`config.mk`:
```
export PLATFORM = sky130hd
export DESIGN_NAME = round_robin_task_scheduler
export DESIGN_NICKNAME = d
export VERILOG_FILES = /design/src/rtl/core/rrts_pkg.sv /design/src/rtl/core/rrts_pct_unit.sv /design/src/rtl/core/round_robin_task_scheduler.sv
export SDC_FILE = /design/constraint.sdc
export NUM_CORES = 2
export LEC_CHECK = 0
export ABC_CLOCK_PERIOD_IN_PS = 7700
export BUFFER_PORTS_ARGS = -buffer_cell sky130_fd_sc_hd__buf_2
export CAP_MARGIN = 5
export CORE_MARGIN = 5
export CORE_UTILIZATION = 65
export CTS_BUF_LIST = sky130_fd_sc_hd__clkbuf_8
export DETAILED_ROUTE_END_ITERATION = 12
export GPL_TIMING_DRIVEN = 0
export PLACE_DENSITY_LB_ADDON = 0.2
export SYNTH_ARGS = -nofsm -noshare
export SYNTH_HDL_FRONTEND = slang
export SYNTH_SLANG_ARGS = --single-unit
```
`constraint.sdc`:
```
create_clock -name clock -period 7.7 [get_ports clock]
set_input_delay 1.54 -clock clock [delete_from_list [all_inputs] [get_ports clock]]
set_output_delay 1.54 -clock clock [all_outputs]
set_load 0.02 [all_outputs]
```
`src/rtl/core/rrts_pkg.sv`:
```
// Shared types and constants for the round-robin task scheduler.
// Used by rrts_pct_unit and round_robin_task_scheduler; no dependencies.
package rrts_pkg;

   localparam int         PCT_STEPS   = 100;
   localparam logic [6:0] PCT_FULL    = 7'd100;
   localparam logic [7:0] SLICE_RESET = 8'd5;
   localparam logic [3:0] IDLE_RESET  = 4'd1;
   localparam int         CSR_AW      = 4;

   typedef enum logic [2:0] {
      ACT_TICK   = 3'd0,
      ACT_YIELD  = 3'd1,
      ACT_CREATE = 3'd2,
      ACT_EXIT   = 3'd3,
      ACT_SAMPLE = 3'd4,
      ACT_CLEAR  = 3'd5
   } action_type;

   typedef enum logic [1:0] {
      STAT_DONE   = 2'd0,
      STAT_SWITCH = 2'd1,
      STAT_FULL   = 2'd2,
      STAT_OFF    = 2'd3
   } status_type;

   typedef enum logic [1:0] {
      TS_UNUSED  = 2'd0,
      TS_READY   = 2'd1,
      TS_RUNNING = 2'd2,
      TS_EXITED  = 2'd3
   } task_state_type;

   typedef enum logic [1:0] {
      CSR_ENABLE = 2'd0,
      CSR_SLICE  = 2'd1,
      CSR_IDLE   = 2'd2
   } csr_index_type;

   typedef enum logic [3:0] {
      S_IDLE,
      S_DISPATCH,
      S_TICK_WR,
      S_SEL_START,
      S_SEL_WALK,
      S_SEL_PREV,
      S_SEL_FIN,
      S_CRT_NEW,
      S_CRT_LINK,
      S_EXIT_WR,
      S_PCT_START,
      S_PCT_WAIT,
      S_DONE
   } sched_state_type;

   typedef struct packed {
      logic [2:0] action;
      logic [7:0] space_id;
   } req_type;

   typedef struct packed {
      logic [1:0] status;
      logic [3:0] running_slot;
      logic [3:0] new_slot;
      logic       space_change;
      logic [6:0] busy_percent;
   } rsp_type;

   typedef struct packed {
      logic        start;
      logic [63:0] total_delta;
      logic [63:0] idle_delta;
   } pct_cmd_type;

   typedef struct packed {
      logic       done;
      logic [6:0] percent;
   } pct_stat_type;

endpackage

```
`src/rtl/core/rrts_pct_unit.sv`:
```
// Iterative busy-percent unit: one compare and add/subtract step per cycle.
// Depends on rrts_pkg.
module rrts_pct_unit (
   input  logic                   clock,
   input  logic                   reset,
   input  rrts_pkg::pct_cmd_type  cmd,
   output rrts_pkg::pct_stat_type stat
);

   logic        run_ff, run_in;
   logic        done_ff, done_in;
   logic [63:0] busy_ff, busy_in;
   logic [63:0] gap_ff, gap_in;
   logic [63:0] rem_ff, rem_in;
   logic [6:0]  res_ff, res_in;
   logic [6:0]  step_ff, step_in;

   always_comb begin
      run_in  = run_ff;
      done_in = 1'b0;
      busy_in = busy_ff;
      gap_in  = gap_ff;
      rem_in  = rem_ff;
      res_in  = res_ff;
      step_in = step_ff;
      if (cmd.start) begin
         busy_in = cmd.total_delta - cmd.idle_delta;
         gap_in  = cmd.idle_delta;
         rem_in  = '0;
         step_in = 7'(rrts_pkg::PCT_STEPS);
         if ((cmd.total_delta > cmd.idle_delta) && (cmd.idle_delta != '0)) begin
            run_in = 1'b1;
            res_in = '0;
         end else begin
            done_in = 1'b1;
            res_in  = (cmd.total_delta > cmd.idle_delta) ? rrts_pkg::PCT_FULL : '0;
         end
      end else if (run_ff) begin
         if (rem_ff >= gap_ff) begin
            rem_in = rem_ff - gap_ff;
            res_in = res_ff + 7'd1;
         end else begin
            rem_in = rem_ff + busy_ff;
         end
         step_in = step_ff - 7'd1;
         if (step_ff == 7'd1) begin
            run_in  = 1'b0;
            done_in = 1'b1;
         end
      end
   end

   always_ff @(posedge clock) begin
      if (reset) begin
         run_ff  <= 1'b0;
         done_ff <= 1'b0;
      end else begin
         run_ff  <= run_in;
         done_ff <= done_in;
      end
      busy_ff <= busy_in;
      gap_ff  <= gap_in;
      rem_ff  <= rem_in;
      res_ff  <= res_in;
      step_ff <= step_in;
   end

   assign stat = {done_ff, res_ff};

endmodule

```
`src/rtl/core/round_robin_task_scheduler.sv`:
```
// Round-robin time-slice task scheduler: task table memory, ring walk, usage counters.
// Tick and exit write back the running entry; create writes the new entry, then links it after
// the head; sample runs the 100-step percent unit unless the result is trivial. Selection walks
// the ring entry by entry (up to MAX_TASKS) and, on a switch, writes the new running entry and,
// unless it exited, the old one. One item at a time; a result not yet taken holds the block in its done state.
// Synchronous reset, no clearing pass (fill count, slot-zero flag). Uses rrts_pkg, rrts_pct_unit.
module round_robin_task_scheduler #(
   parameter int MAX_TASKS = 16
) (
   input  logic                              clock,
   input  logic                              reset,
   input  logic                              req_valid,
   output logic                              req_ready,
   input  rrts_pkg::req_type                 req_data,
   output logic                              rsp_valid,
   input  logic                              rsp_ready,
   output rrts_pkg::rsp_type                 rsp_data,
   input  logic                              psel,
   input  logic                              penable,
   input  logic                              pwrite,
   input  logic [rrts_pkg::CSR_AW-1:0]       paddr,
   input  logic [31:0]                       pwdata,
   output logic [31:0]                       prdata,
   output logic                              pready
);

   localparam int SW = $clog2(MAX_TASKS);
   localparam int CW = $clog2(MAX_TASKS + 1);

   typedef struct packed {
      rrts_pkg::task_state_type state;
      logic [SW-1:0]            next;
      logic [7:0]               slice;
      logic [7:0]               space;
   } entry_type;

   localparam entry_type SLOT0_RESET = '{
      state: rrts_pkg::TS_RUNNING, next: '0, slice: '0, space: '0};

   rrts_pkg::sched_state_type state_ff, state_in;

   logic                 enable_ff, enable_in;
   logic [7:0]           slice_ticks_ff, slice_ticks_in;
   logic [3:0]           idle_slot_ff, idle_slot_in;

   logic [SW-1:0]        running_ff, running_in;
   logic [SW-1:0]        head_ff, head_in;
   logic [CW-1:0]        count_ff, count_in;
   logic [63:0]          total_ff, total_in;
   logic [63:0]          idle_ff, idle_in;
   logic [63:0]          stotal_ff, stotal_in;
   logic [63:0]          sidle_ff, sidle_in;

   logic [2:0]           act_ff, act_in;
   logic [7:0]           space_ff, space_in;
   rrts_pkg::status_type status_ff, status_in;
   logic                 chg_ff, chg_in;
   logic [3:0]           new_ff, new_in;
   logic [6:0]           pct_ff, pct_in;

   logic [SW-1:0]        start_ff, start_in;
   logic [SW-1:0]        cand_ff, cand_in;
   entry_type            hold_ff, hold_in;
   logic [63:0]          dt_ff, dt_in;
   logic [63:0]          di_ff, di_in;

   rrts_pkg::rsp_type    rsp_ff, rsp_in;
   logic                 rsp_valid_ff, rsp_valid_in;

   entry_type            task_mem [MAX_TASKS];
   entry_type            rd_ff;
   logic                 rd_rst_ff;
   logic                 slot0_ff, slot0_in;
   entry_type            rd_ent;
   logic [SW-1:0]        rd_addr;
   logic                 wr_en;
   logic [SW-1:0]        wr_addr;
   entry_type            wr_data;

   rrts_pkg::pct_cmd_type  pct_cmd;
   rrts_pkg::pct_stat_type pct_stat;

   logic req_accept;
   logic rsp_load;
   logic csr_write;
   logic table_full;

   assign req_accept = req_valid && req_ready;
   assign rsp_load   = (state_ff == rrts_pkg::S_DONE) && (!rsp_valid_ff || rsp_ready);
   assign csr_write  = psel && penable && pwrite;
   assign table_full = (count_ff == CW'(MAX_TASKS));
   assign rd_ent     = rd_rst_ff ? SLOT0_RESET : rd_ff;

   rrts_pct_unit u_pct (
      .clock (clock),
      .reset (reset),
      .cmd   (pct_cmd),
      .stat  (pct_stat)
   );

   // task table
   always_ff @(posedge clock) begin
      if (wr_en) begin
         task_mem[wr_addr] <= wr_data;
      end
      rd_ff     <= task_mem[rd_addr];
      rd_rst_ff <= (rd_addr == '0) && !slot0_ff;
   end

   // next state
   always_comb begin
      state_in = state_ff;
      case (state_ff)
         rrts_pkg::S_IDLE: begin
            if (req_accept) state_in = rrts_pkg::S_DISPATCH;
         end
         rrts_pkg::S_DISPATCH: begin
            case (act_ff)
               rrts_pkg::ACT_TICK:   state_in = enable_ff ? rrts_pkg::S_TICK_WR
                                                          : rrts_pkg::S_DONE;
               rrts_pkg::ACT_YIELD:  state_in = enable_ff ? rrts_pkg::S_SEL_START
                                                          : rrts_pkg::S_DONE;
               rrts_pkg::ACT_CREATE: state_in = table_full ? rrts_pkg::S_DONE
                                                           : rrts_pkg::S_CRT_NEW;
               rrts_pkg::ACT_EXIT:   state_in = rrts_pkg::S_EXIT_WR;
               rrts_pkg::ACT_SAMPLE: state_in = rrts_pkg::S_PCT_START;
               default:              state_in = rrts_pkg::S_DONE;
            endcase
         end
         rrts_pkg::S_TICK_WR: begin
            state_in = (rd_ent.slice <= 8'd1) ? rrts_pkg::S_SEL_START : rrts_pkg::S_DONE;
         end
         rrts_pkg::S_SEL_START: state_in = rrts_pkg::S_SEL_WALK;
         rrts_pkg::S_SEL_WALK: begin
            if (rd_ent.state == rrts_pkg::TS_READY) begin
               state_in = (cand_ff == running_ff) ? rrts_pkg::S_DONE : rrts_pkg::S_SEL_PREV;
            end else if (rd_ent.next == start_ff) begin
               state_in = rrts_pkg::S_DONE;
            end
         end
         rrts_pkg::S_SEL_PREV:  state_in = rrts_pkg::S_SEL_FIN;
         rrts_pkg::S_SEL_FIN:   state_in = rrts_pkg::S_DONE;
         rrts_pkg::S_CRT_NEW:   state_in = rrts_pkg::S_CRT_LINK;
         rrts_pkg::S_CRT_LINK:  state_in = rrts_pkg::S_DONE;
         rrts_pkg::S_EXIT_WR:   state_in = rrts_pkg::S_DONE;
         rrts_pkg::S_PCT_START: state_in = rrts_pkg::S_PCT_WAIT;
         rrts_pkg::S_PCT_WAIT: begin
            if (pct_stat.done) state_in = rrts_pkg::S_DONE;
         end
         rrts_pkg::S_DONE: begin
            if (rsp_load) state_in = rrts_pkg::S_IDLE;
         end
         default: state_in = rrts_pkg::S_IDLE;
      endcase
   end

   // outputs and datapath
   always_comb begin
      enable_in      = enable_ff;
      slice_ticks_in = slice_ticks_ff;
      idle_slot_in   = idle_slot_ff;
      running_in     = running_ff;
      head_in        = head_ff;
      count_in       = count_ff;
      total_in       = total_ff;
      idle_in        = idle_ff;
      stotal_in      = stotal_ff;
      sidle_in       = sidle_ff;
      act_in         = act_ff;
      space_in       = space_ff;
      status_in      = status_ff;
      chg_in         = chg_ff;
      new_in         = new_ff;
      pct_in         = pct_ff;
      start_in       = start_ff;
      cand_in        = cand_ff;
      hold_in        = hold_ff;
      dt_in          = dt_ff;
      di_in          = di_ff;
      rd_addr        = running_ff;
      wr_en          = 1'b0;
      wr_addr        = running_ff;
      wr_data        = rd_ent;
      pct_cmd        = {1'b0, dt_ff, di_ff};

      case (state_ff)
         rrts_pkg::S_IDLE: begin
            if (req_accept) begin
               act_in    = req_data.action;
               space_in  = req_data.space_id;
               status_in = rrts_pkg::STAT_DONE;
               chg_in    = 1'b0;
               new_in    = '0;
               pct_in    = '0;
            end
         end
         rrts_pkg::S_DISPATCH: begin
            case (act_ff)
               rrts_pkg::ACT_TICK: begin
                  if (!enable_ff) begin
                     status_in = rrts_pkg::STAT_OFF;
                  end else begin
                     total_in = total_ff + 64'd1;
                     if (32'(running_ff) == 32'(idle_slot_ff)) idle_in = idle_ff + 64'd1;
                  end
               end
               rrts_pkg::ACT_YIELD: begin
                  if (!enable_ff) status_in = rrts_pkg::STAT_OFF;
                  rd_addr = head_ff;
               end
               rrts_pkg::ACT_CREATE: begin
                  if (table_full) status_in = rrts_pkg::STAT_FULL;
                  rd_addr = head_ff;
               end
               rrts_pkg::ACT_SAMPLE: begin
                  dt_in     = total_ff - stotal_ff;
                  di_in     = idle_ff - sidle_ff;
                  stotal_in = total_ff;
                  sidle_in  = idle_ff;
               end
               rrts_pkg::ACT_CLEAR: begin
                  total_in = '0;
                  idle_in  = '0;
               end
               default: ;
            endcase
         end
         rrts_pkg::S_TICK_WR: begin
            wr_en   = 1'b1;
            rd_addr = head_ff;
            if (rd_ent.slice <= 8'd1) begin
               wr_data.slice = slice_ticks_ff;
            end else begin
               wr_data.slice = rd_ent.slice - 8'd1;
            end
         end
         rrts_pkg::S_SEL_START: begin
            start_in = rd_ent.next;
            cand_in  = rd_ent.next;
            rd_addr  = rd_ent.next;
         end
         rrts_pkg::S_SEL_WALK: begin
            if (rd_ent.state == rrts_pkg::TS_READY) begin
               if (cand_ff == running_ff) begin
                  wr_en         = 1'b1;
                  wr_addr       = cand_ff;
                  wr_data.slice = slice_ticks_ff;
               end else begin
                  hold_in = rd_ent;
               end
            end else begin
               cand_in = rd_ent.next;
               rd_addr = rd_ent.next;
            end
         end
         rrts_pkg::S_SEL_PREV: begin
            chg_in        = (hold_ff.space != 8'd0) && (hold_ff.space != rd_ent.space);
            wr_en         = 1'b1;
            wr_addr       = cand_ff;
            wr_data       = hold_ff;
            wr_data.state = rrts_pkg::TS_RUNNING;
            hold_in       = rd_ent;
         end
         rrts_pkg::S_SEL_FIN: begin
            wr_en         = (hold_ff.state == rrts_pkg::TS_RUNNING);
            wr_addr       = running_ff;
            wr_data       = hold_ff;
            wr_data.state = rrts_pkg::TS_READY;
            running_in    = cand_ff;
            head_in       = cand_ff;
            status_in     = rrts_pkg::STAT_SWITCH;
         end
         rrts_pkg::S_CRT_NEW: begin
            hold_in       = rd_ent;
            wr_en         = 1'b1;
            wr_addr       = count_ff[SW-1:0];
            wr_data.state = rrts_pkg::TS_READY;
            wr_data.next  = rd_ent.next;
            wr_data.slice = slice_ticks_ff;
            wr_data.space = space_ff;
         end
         rrts_pkg::S_CRT_LINK: begin
            wr_en        = 1'b1;
            wr_addr      = head_ff;
            wr_data      = hold_ff;
            wr_data.next = count_ff[SW-1:0];
            count_in     = count_ff + CW'(1);
            new_in       = 4'(count_ff);
         end
         rrts_pkg::S_EXIT_WR: begin
            wr_en         = 1'b1;
            wr_data.state = rrts_pkg::TS_EXITED;
         end
         rrts_pkg::S_PCT_START: begin
            pct_cmd = {1'b1, dt_ff, di_ff};
         end
         rrts_pkg::S_PCT_WAIT: begin
            if (pct_stat.done) pct_in = pct_stat.percent;
         end
         default: ;
      endcase

      if (csr_write) begin
         case (paddr[3:2])
            rrts_pkg::CSR_ENABLE: enable_in      = pwdata[0];
            rrts_pkg::CSR_SLICE:  slice_ticks_in = pwdata[7:0];
            rrts_pkg::CSR_IDLE:   idle_slot_in   = pwdata[3:0];
            default: ;
         endcase
      end
   end

   assign slot0_in = slot0_ff || (wr_en && (wr_addr == '0));

   always_comb begin
      rsp_in       = rsp_ff;
      rsp_valid_in = rsp_valid_ff;
      if (rsp_valid_ff && rsp_ready) rsp_valid_in = 1'b0;
      if (rsp_load) begin
         rsp_in       = {status_ff, 4'(running_ff), new_ff, chg_ff, pct_ff};
         rsp_valid_in = 1'b1;
      end
   end

   always_comb begin
      case (paddr[3:2])
         rrts_pkg::CSR_ENABLE: prdata = {31'd0, enable_ff};
         rrts_pkg::CSR_SLICE:  prdata = {24'd0, slice_ticks_ff};
         rrts_pkg::CSR_IDLE:   prdata = {28'd0, idle_slot_ff};
         default:              prdata = '0;
      endcase
   end

   always_ff @(posedge clock) begin
      if (reset) begin
         state_ff       <= rrts_pkg::S_IDLE;
         enable_ff      <= 1'b0;
         slice_ticks_ff <= rrts_pkg::SLICE_RESET;
         idle_slot_ff   <= rrts_pkg::IDLE_RESET;
         running_ff     <= '0;
         head_ff        <= '0;
         count_ff       <= CW'(1);
         total_ff       <= '0;
         idle_ff        <= '0;
         stotal_ff      <= '0;
         sidle_ff       <= '0;
         rsp_valid_ff   <= 1'b0;
         slot0_ff       <= 1'b0;
      end else begin
         state_ff       <= state_in;
         enable_ff      <= enable_in;
         slice_ticks_ff <= slice_ticks_in;
         idle_slot_ff   <= idle_slot_in;
         running_ff     <= running_in;
         head_ff        <= head_in;
         count_ff       <= count_in;
         total_ff       <= total_in;
         idle_ff        <= idle_in;
         stotal_ff      <= stotal_in;
         sidle_ff       <= sidle_in;
         rsp_valid_ff   <= rsp_valid_in;
         slot0_ff       <= slot0_in;
      end
      act_ff    <= act_in;
      space_ff  <= space_in;
      status_ff <= status_in;
      chg_ff    <= chg_in;
      new_ff    <= new_in;
      pct_ff    <= pct_in;
      start_ff  <= start_in;
      cand_ff   <= cand_in;
      hold_ff   <= hold_in;
      dt_ff     <= dt_in;
      di_ff     <= di_in;
      rsp_ff    <= rsp_in;
   end

   assign req_ready = (state_ff == rrts_pkg::S_IDLE);
   assign rsp_valid = rsp_valid_ff;
   assign rsp_data  = rsp_ff;
   assign pready    = 1'b1;

   // running task always heads the ring
   a_head_running: assert property (@(posedge clock) disable iff (reset)
      running_ff == head_ff)
      else $error("ring head differs from running task");

   a_count_range: assert property (@(posedge clock) disable iff (reset)
      (count_ff != '0) && (count_ff <= CW'(MAX_TASKS)))
      else $error("task count out of range");

   a_accept_dispatch: assert property (@(posedge clock) disable iff (reset)
      req_accept |=> (state_ff == rrts_pkg::S_DISPATCH))
      else $error("accepted transfer not dispatched");

   a_pct_range: assert property (@(posedge clock) disable iff (reset)
      pct_stat.done |-> (pct_stat.percent <= rrts_pkg::PCT_FULL))
      else $error("busy percent above full scale");

endmodule

```
# Yosys cells after proc, flatten, opt, wreduce, memory -nomap -nowiden
# Memory sizes are Yosys's and may differ from the RTL's. A register that Yosys moved wholly into a read port is not among the register bits.
# Index checks and enable logic that the tools add are counted.
totals:
  romBits: 0
  out_inout_bits: 53
  word_cells: 216
  mem_bits_rw: 352
  inputBits: 54
  latch_bits: 0
  memories: 1
  regBits: 694
memory_table:
  columns: ["name", "words", "word_bits", "rd", "rd_clocked_by_memory_dff", "wr", "line_no", "text"]
  rows:
  - ["task_mem", 16, 22, 1, 1, 1, "round_robin_task_scheduler.sv:70", "entry_type task_mem [MAX_TASKS];"]
op_classes:
  div_mod_pow: 0
  eq_ne: 40
  bitwise: 0
  magnitude_cmp: 3
  add_sub_neg: 11
  muxes: 70
  shift: 0
  reduce_logical: 52
  mul: 0
op_table:
  columns: ["operator", "count"]
  rows:
  - ["2-to-1 mux 64 bit", 4]
  - ["one-hot mux 64 bit (2 select lines)", 2]
  - ["subtractor 64 bit", 4]
  - ["2-to-1 mux 129 bit", 1]
  - ["adder 64 x 1 -> 64 bit (second input constant)", 2]
  - ["2-to-1 mux 22 bit", 3]
  - ["adder 64 bit", 1]
  - ["greater-or-equal comparator 64 bit", 1]
  - ["> comparator 64 bit", 1]
  - ["nonzero test 64 bit", 1]
  - ["2-to-1 mux 4 bit", 15]
  - ["2-to-1 mux 7 bit", 7]
  - ["one-hot mux 22 bit (2 select lines)", 1]
  - ["one-hot mux 4 bit (11 select lines)", 1]
  - ["one-hot mux 4 bit (2 select lines)", 4]
  - ["one-hot mux 8 bit (4 select lines)", 1]
  - ["2-to-1 mux 8 bit", 3]
  - ["one-hot mux 8 bit (3 select lines)", 1]
  - ["== test 4 bit (second input constant)", 5]
  - ["one-hot mux 4 bit (5 select lines)", 1]
  - ["AND reduction 2 bit", 9]
  - ["nonzero test 2 bit", 9]
  - ["== test 4 x 3 -> 1 bit (second input constant)", 4]
  - ["one-hot mux 8 bit (2 select lines)", 1]
  - ["other kinds (42)", 94]

# Depth between registers and ports, before layout
depth:
  depth_word: 7
  mapped_depth: 15
  ltp_nobuf: 15

# Modules after synthesis
# A second synthesis with hierarchy kept.
unflattened:
  hier_cells: 6353
  hier_area_um2: 60046.3
modules_own_cells:
  columns: ["mod", "area_each_um2", "seq_area_each_um2", "instances", "cells_per_inst"]
  rows:
  - ["round_robin_task_scheduler", 41233.3, 22751.8, 1, 4056]
  - ["rrts_pct_unit", 18813.0, 5515.3, 1, 2297]

# Least setup slack after synthesis
# OpenSTA, ideal clock, no wires.
synth_timing:
  path_type: "register to register"
  from: "register state_ff[0]"
  to: "register di_ff[0], enable pin"
  required_ps: 7157
  path_slack_ps: 2305
  setup_time_ps: 543
  n_path_buf: 2
  t_arrival_ps: 4852
  period_less_slack_ps: 5395
  stages_incl_launch_ff: 7
  path_cell_list: "dfxtp_1 -> buf_4 -> or4b_4 -> inv_2 -> nand2_1 -> inv_1 -> clkbuf_1"
synth_via:
  elab_chain_cells: 2
synth_lines:
  columns: ["item", "line_no", "text"]
  rows:
  - ["start, declared", "round_robin_task_scheduler.sv:40", "rrts_pkg::sched_state_type state_ff, state_in;"]
  - ["start signal, assigned", "round_robin_task_scheduler.sv:336", "state_ff <= rrts_pkg::S_IDLE;"]
  - ["start signal, assigned", "round_robin_task_scheduler.sv:350", "state_ff <= state_in;"]
  - ["== test 4 x 1 -> 1 bit", "round_robin_task_scheduler.sv:186", "case (state_ff)"]
  - ["AND reduction 2 bit (no source line)", null, null]
  - ["end signal, assigned", "round_robin_task_scheduler.sv:374", "di_ff <= di_in;"]
  - ["end, declared", "round_robin_task_scheduler.sv:65", "logic [63:0] di_ff, di_in;"]
# Every way passes these cells.
# A chain may end at the register's enable or synchronous reset.

# Final worst setup path
layout_timing:
  from: "register state_ff[2]"
  to: "register, netlist name rd_ff[8]"
layout_via:
  elab_chain_cells: 2
  word_cells_on_any_way: 3
  cone_classes: "2 x eq/ne; 1 x mux"
layout_lines:
  columns: ["item", "line_no"]
  rows:
  - ["== test 4 x 3 -> 1 bit / == test 4 x 2 -> 1 bit (equally long branches)", "round_robin_task_scheduler.sv:186"]
  - ["one-hot mux 4 bit (2 select lines) (*)", "round_robin_task_scheduler.sv:186"]
# Mark *: on every way between the ends. The rest lies on a longest branch, timed or not.

==> results.toml <==
[outcome]
status = "completed"

[synthesis]
synth_compound_area_share_pct = 19.04
synth_seq_cells = 1068
synth_cell_types = 102
synthSimpleGateAreaFrac_pct = 15.84
avgSynthCellArea_sq_um = 9.459
synth_warnings = 0
synth_top_family_by_area = "compound AO/OA/AOI/OAI gates"
synthesis.area_sq_um = 60290
synth-seq-area-share_pct = 46.88
ys.flop_type = "edfxtp_1"
ys_async_sr_fraction_pct = 0
synth.area.mux_share_pct = 0.6703
synth_xor_area_share_pct = 5.956
synth_enable_flop_cells = 688
synthAdderAreaFrac_pct = 6.931
netlist_instances = 6374

[critical_path]
path_max_fanout = 10
worstPathRequired_ns = 8.36
worst-path-buf-inv = 3
slowest_delay_ns = 0.95
critPathSlowestCell = "mux2i_1"
crit_chain = "buf_2 -> nor2b_1 -> nand2_1 -> nor2_1 -> nor2_1 -> mux2i_1 -> clkbuf_1 -> clkbuf_1 -> a311oi_1 -> a211oi_1 -> a21oi_1"
cp.arrival_ns = 5.51
startpoint_type = "register"
path_class = "register to register"
end_kind = "register"
crit_family = "compound AO/OA/AOI/OAI gates"

[drt]
drt_iter0_drc = 5962
routed_wl_mm = 172.6
postRouteAntennaNets = 0
first_pass_iters = 8
wl_per_cell_um = 21.49
drc = 0
routed_via_density = 6.210
vias = 49890

[clocking]
cts-hold-fix-buffers = 0
htreeDepth = 4
cts_tree = "done"
root_buffer = "clkbuf_8"
clock_path_buffers = 3
numCtsBuffers = 170
cts_resized = 0
clk_pin_slew_ns = 0.06
post_cts_buffers = 0
cts_sinks = 1068
clock_latency_ns = 0.87

[global_routing]
gr-total-overflow = 0
grt_pass1_wl_mm = 262.4
antenna_found_initial = 6
grt_max_degree = 77
grt_pass1_vias = 45610
grt.total_usage_pct = 33.91

[timing]
min_period_over_period_pct = 62.96
tns_ns = 0
fin_ws_ns = 2.852
worst_pin_slew_ns = 1.389
finalHoldViolations = 0
max_freq_ghz = 0.2063
min_period_ns = 4.848
skew_ns = 0.05553
hold_slack_ns = 0.4176
finalSetupViolations = 0
maxSlewHeadroom_pct = 7.372
rsz0062_at_grt = "no"
report.final.slew_viol_count = 0

[floorplanning]
start_util_pct = 65.68
die_h_um = 314.6
die_w_um = 314.6
die-area_sq_um = 98950
row_count = 111
coreArea_sq_um = 91800
ios = 107

[placement]
preCtsSetupSlack_ns = 3.034
place_hpwl_mm = 132.1
post_dp_cell_area_sq_um = 62640
gp_congestion = 0.9780
portBuffers = 55
placedCellCount = 7714

[power_and_ir_drop]
p_leak_nw = 26.17
irDropWorstVdd_mv = 0.2231
power_mw = 18.25
p_per_area_nw_per_um2 = 275.8

[finish]
final_cell_area_sq_um = 66180
area_growth_pct = 9.770
drive_gt1_share_pct = 6.525
fillCellCount = 6764
final-instance-count-excl-fill = 8034
utilization_pct = 72.10
layout.nets = 7029

[flow_run]
max_cap_violations = 0

[hold_path]
hold_path.class = "register to register"
## routing by layer
metal	GRT usage [%]	part of all wire, %	vias up
li1	-	-	23550
met1	51.94	44	23430
met2	48.65	41	2575
met3	7.228	12	330
met4	9.967	2.8	8
met5	0	0.028	-
## cell families after synthesis
family | Yosys count
fa+ha+maj | 331
mux | 40
compound gates | 1807
xor+xnor | 410
buf+inv | 710
flops | 1068
simple gates | 2006
other cells | 2
## path summary, 6_finish.rpt
check | startpoint | endpoint | slack [ns] | cells after the start
setup / recovery | state_ff[2] | rd_ff[8] | 2.85 | 11
hold / removal | pct_ff[4] | rsp_data[4] | 0.42 | 0
setup reg to reg | state_ff[2] | rd_ff[8] | 2.85 | 11
hold reg to reg | pct_ff[4] | rsp_data[4] | 0.42 | 0
## registers in the layout, indices dropped and copies added, names as in the netlist, 5 cells and up
register	cells
slice_ticks_ff	8
u_pct.res_ff	7
count_ff	5
u_pct.gap_ff	64
di_ff	64
rsp_data	18
idle_ff	64
stotal_ff	64
rd_ff	22
u_pct.busy_ff	64
dt_ff	64
space_ff	8
task_mem	352
total_ff	64
u_pct.rem_ff	64
hold_ff	22
pct_ff	7
u_pct.step_ff	7
sidle_ff	64
## cells in the mapped netlist (38+ instances only)
cell      number  share of area, %
nand2b_1      52              0.54
nand4_1      120               1.2
o21bai_1      63              0.78
nor4_1        38              0.39
nand2_1      787               4.9
nor3_1        64              0.53
a211oi_1     167               2.1
a21o_1       209               2.6
edfxtp_1     688                34
ha_1         326               6.8
xor2_1       184               2.7
or3_1         48              0.50
xnor2_1      226               3.3
and3_1        77              0.80
nor2b_1       74              0.77
a311oi_1      50              0.73
nand3_1      107              0.89
a21oi_1      627               5.2
clkbuf_1     280               1.7
nor2_1       414               2.6
o21a_1        55              0.68
inv_1        367               2.3
o21ai_0      291               2.4
and2_1       118               1.2
a31oi_1      100               1.0
dfxtp_1      380                13
## cells in the final DEF (no fill, tap or decap), types with 38 or more instances in the layout
cell and instances:
nand4_1 120, and3_1 77, xnor2_1 226, clkbuf_8 193, nor4_1 38, o21a_1 55, nor2b_1 74, nor3_1 64
and2_1 118, buf_2 78, nand3_1 107, a311oi_1 50, a21o_1 209, a31oi_1 100, a211oi_1 167, nand2_1 787
dfxtp_1 380, or3_1 48, a21oi_1 626, ha_1 326, edfxtp_1 688, nor2_1 398, inv_1 429, xor2_1 184
o21bai_1 63, nand2b_1 52, o21ai_0 291, clkbuf_1 277
## report_power, final
| part | switching (mW) | total (mW) | leakage, nW | internal, mW |
|---|---|---|---|---|
| registers | 0.372 | 7.24 | 9.41 | 6.87 |
| clock network | 2.32 | 4.97 | 2.02 | 2.65 |
| logic | 3.99 | 6.04 | 14.7 | 2.05 |
## cell type report
type / instances / area (sq um) / share of cell area, %
inverters: 369 / 1385 / 2.093
well taps: 1243 / 1555 / 2.350
clock buffers: 192 / 2643 / 3.993
plain buffers: 341 / 1438 / 2.172
clock inverters: 125 / 879.6 / 1.329
diodes: 2 / 5.005 / 0.007562
repair buffers: 75 / 664.4 / 1.004
flip-flops and latches: 1068 / 28270 / 42.71
multi-input cells: 4619 / 29350 / 44.34
No activity file was read; power rests on OpenSTA's default activity.
